`src/rtl/btpt_ram.sv`:
```
module btpt_ram #(
  parameter int unsigned WIDTH = 8,
  parameter int unsigned DEPTH = 64
) (
  input  logic                     clk_i,
  input  logic                     we_i,
  input  logic [$clog2(DEPTH)-1:0] waddr_i,
  input  logic [WIDTH-1:0]         wdata_i,
  input  logic [$clog2(DEPTH)-1:0] raddr_i,
  output logic [WIDTH-1:0]         rdata_o
);

  logic [WIDTH-1:0] mem [DEPTH];
  logic [WIDTH-1:0] rdata_q;

  always_ff @(posedge clk_i) begin
    if (we_i) begin
      mem[waddr_i] <= wdata_i;
    end
    rdata_q <= mem[raddr_i];
  end

  assign rdata_o = rdata_q;

endmodule

```
`config.mk`:
```
export PLATFORM = sky130hd
export DESIGN_NAME = btpt_ram
export DESIGN_NICKNAME = d
export VERILOG_FILES = /design/src/rtl/btpt_ram.sv
export SDC_FILE = /design/constraint.sdc
export NUM_CORES = 1
export LEC_CHECK = 0
export BUFFER_PORTS_ARGS = -buffer_cell sky130_fd_sc_hd__buf_2
export CAP_MARGIN = 5
export CORE_MARGIN = 1.5
export CORE_UTILIZATION = 56
export CTS_BUF_LIST = sky130_fd_sc_hd__clkbuf_2 sky130_fd_sc_hd__clkbuf_4 sky130_fd_sc_hd__clkbuf_8
export DETAILED_ROUTE_END_ITERATION = 10
export HOLD_SLACK_MARGIN = 0.06
export PLACE_DENSITY = 0.78
export SYNTH_ARGS = -nofsm -noshare
export SYNTH_HDL_FRONTEND = slang
export SYNTH_SLANG_ARGS = --single-unit
```
`constraint.sdc`:
```
create_clock -name clk_i -period 2 [get_ports clk_i]
set_clock_uncertainty 0.1 [all_clocks]
set_input_delay 0.1 -clock clk_i [delete_from_list [all_inputs] [get_ports clk_i]]
set_output_delay 0.1 -clock clk_i [all_outputs]
set_load 0.01 [all_outputs]
```
### After elaboration in Yosys (flattened, before gate mapping)

Memories as Yosys holds them, arrays and structs flattened. A register that Yosys moved wholly into a read port is not among the register bits.
Cells that the tools add are included.

* bits in registers: 0
* RAM bits: 512
* input bits: 22
* output and inout bits: 8
* memories: 1

Memory list
* mem: depth 64, width 8, read ports 1, clocked after Yosys merged registers in 1, write ports 1, line 13 `logic [WIDTH-1:0] mem [DEPTH];`

* muxes and demuxes: 2

Operators with widths (count)
* $mux W1: 2

### Depth between registers and ports, before layout

* depth after elaboration: 2
* gate-level depth with buffers: 9

### Worst setup path before layout

Ideal clock, no wire load.

* kind: in2reg
* from: input raddr_i[1]
* to: register rdata_q[3], in the netlist rdata_o[3] (read register of mem)
* setup time: 0.128 ns
* arrival: 1.640 ns
* required time: 1.772 ns
* setup slack: 0.132 ns
* cell stages on the path: 7
* path buffers: 3
* path through: buf_4 > buf_2 > buf_2 > mux4_2 > mux4_2 > o21ai_1 > o41ai_1

RTL lines
* from (decl): line 9 `input logic [$clog2(DEPTH)-1:0] raddr_i,`
* to (decl): line 14 `logic [WIDTH-1:0] rdata_q;`

==> results.toml <==
[outcome]
status = "finished, violations left"
violations = "hold timing, setup timing"

[cts]
cts_buffers = 80
clock_latency_ns = 0.62
hold_buffers = 12
cts.path.max_buffers = 3
clockRootBuffer = "clkbuf_8"
cts_sinks = 520
cts_tree = "built"
cts_max_level = 3
path_clk_slew_ns = 0.06

[die]
io_pins = 30
dieArea_mm2 = 0.0372
die_h_um = 193
core.rowCount = 69
initial_core_util_pct = 56.8
core_mm2 = 0.0355
die_w_um = 193

[sta]
clock.fmax_mhz = 473
setup_violations = 1
rsz0062_at_grt = "true"
hold_ws_ns = -0.131
finalCritPeriodShare_pct = 106
hold_viol = 7
finalWorstSetupSlack_ns = -0.112
slew_headroom_pct = 48.9
slew_viol_final = 0
period_needed_ns = 2.11
worst_pin_slew_ns = 0.766

[yosys]
synth-async-reset-ratio_pct = 0
synth_top_area_share_pct = 76.2
netlist_instances = 940
synth_seq_cells = 520
synth_top_area_cell = "edfxtp_1"
synth_area_mm2 = 0.0202
synth_common_cells = "512 x edfxtp_1, 126 x mux4_2, 83 x nor2_1"
synth.most_common_cell = "edfxtp_1"
synth.avg_cell_area_um2 = 21.5
synth_edf_count = 512
ys_top_cells_by_area = "edfxtp_1 76%, mux4_2 14%, nor2_1 1.5%"
synth_cell_types = 40
yosysSeqAreaShare_pct = 77.0
synth_fp_nets = 962
synth_ff_type = "edfxtp_1"
ys_warn_count = 0

[worst_setup_path]
critPathLaunchType = "flip-flop"
cp_max_fo = 1
cp.required_ns = 2.37
critPathKind = "reg -> reg"
arrival_ns = 2.48
worst_path_max_delay_cell = "mux4_2"
crit_path_max_incr_delay_ns = 0.52
crit_chain = "mux4_2 > mux2_4 > o221a_4 > nor3_4 > o32ai_2"
end_kind = "flip-flop"

[global_route]
grt_max_degree = 65
grt_pass1_wl_mm = 67.7
grt_overflow = 0
grt_antenna_before_repair = 2
grt_pass1_vias = 10908
grt_use_total_pct = 25.6

[pwr]
pwr-share-comb_pct = 5.8
clkPwrFrac_pct = 39.2
powerDensity_mw_per_mm2 = 929
swShare_pct = 21.6
p_int_w = 0.0172
power.leakage_nw = 7.84
seqPwrFrac_pct = 55.0
netSwitchingPower_w = 0.00476
peakVddDrop_mv = 0.595

[cells_and_area]
nNetsFinal = 1190
stdcell_area_mm2 = 0.0237
fin_util_pct = 66.8
drive_above_1_share_pct = 37.2
syn_to_final_growth_pct = 17.5

[routing]
drc = 0
wl_per_cell_um = 26.7
wirelength_mm = 45.2
drtPass1Iterations = 5
drt_iter0_markers = 1276
vias = 10435
viasPerCell = 6.16
ant_nets = 0

[placement]
gp_congestion = 0.823
port_buffers = 29
dpl_cell_area_mm2 = 0.0219
dp_hpwl_mm = 29.0

[run]
drv_cap = 0

[hold_path]
hold_class = "in -> reg"
## sequential cells by signal (all words and copies together) (netlist names)
signal,cells
mem,512
rdata_o,8
## worst max-delay path: cells and delay by family (launching register included)
family | cells | cell delay, ns
muxes | 2 | 0.81
DFF | 1 | 0.45
AOI/OAI and AO/OA | 2 | 0.41
and+or+nand+nor | 1 | 0.20
## logic make-up after synthesis
kind of cell / synth area share [%]
buffers and inverters: 1.57
flip-flops: 77.0
AND/OR/NAND/NOR: 3.39
AO/OA/AOI/OAI: 2.07
multiplexers: 15.9
## timing repair
| action | CTS | global route |
|---|---|---|
| endpoints found under the hold margin | 416 | 7 |
| pin swaps | 3 | 0 |
| endpoints found under the setup margin | 3 | 3 |
| gates resized for setup | 9 | 2 |
| setup buffers | 0 | 0 |
## final timing paths
| path | from | to | slack (ns) | cells after the start |
|---|---|---|---|---|
| setup / recovery | mem[29][4] | rdata_o[4] | -0.11 | 5 |
| hold / removal | raddr_i[5] | rdata_o[6] | -0.13 | 3 |
| setup reg to reg | mem[29][4] | rdata_o[4] | -0.11 | 5 |
| hold reg to reg | mem[18][0] | rdata_o[0] | 0.72 | 4 |
## power groups by stage
stage	registers, W	clock network [W]	logic [W]
6_report	0.0121	0.00863	0.00127
5_1_grt	0.0121	0.00923	0.00134
4_1_cts	0.0121	0.00877	0.00126
3_5_place_dp	0.0123	0	0.00123
3_3_place_gp	0.0123	0	0.00120
2_1_floorplan	0.0123	0	0.000643
## cell usage in the layout, fill, tap and decap left out, types with 4 or more instances in the layout
cell type	count
a211oi_1	4
a221oi_1	5
buf_12	14
buf_2	26
buf_4	144
clkbuf_4	21
clkbuf_8	83
clkinv_1	18
clkinv_2	15
dfxtp_1	8
dlygate4sd3_1	12
edfxtp_1	512
mux2_2	12
mux2i_1	23
mux4_2	126
nand2_1	19
nand2b_1	7
nand3_1	13
nor2_1	82
nor2b_1	14
nor3_1	5
o221ai_1	8
o22ai_1	8
## per-stage QoR
| stage | power [W] | cells | worst slack (ns) | setup TNS [ns] |
|---|---|---|---|---|
| after CTS | 0.0221 | 1692 | -0.0626 | -0.0626 |
| after global routing | 0.0227 | 1692 | -0.102 | -0.102 |
| after global placement | 0.0135 | 1535 | -0.478 | -1.90 |
| after detailed placement | 0.0136 | 1535 | -0.463 | -1.95 |
| after floorplan | 0.0130 | 940 | 0.132 | 0 |
| final | 0.0220 | 1694 | -0.112 | -0.112 |
## final cells by class
class                           instances  area, um2
Tap cell                              461        577
Timing Repair Buffer                  197       1630
Clock buffer                          103       1290
Sequential cell                       520      15500
Multi-Input combinational cell        369       4380
Antenna cell                            2       5.00
Fill cell                            2157      11800
Clock inverter                         42        288
## layer usage
layer  vias up  global-route usage (%)  wire length [um]
met3        99                    5.20              3840
met5         -                       0                13
met1      5408                    34.3             17400
met2       524                    42.0             22500
met4         2                    9.24              1400
li1       4402                       -                 -
Power figures use the tool's default switching activity.
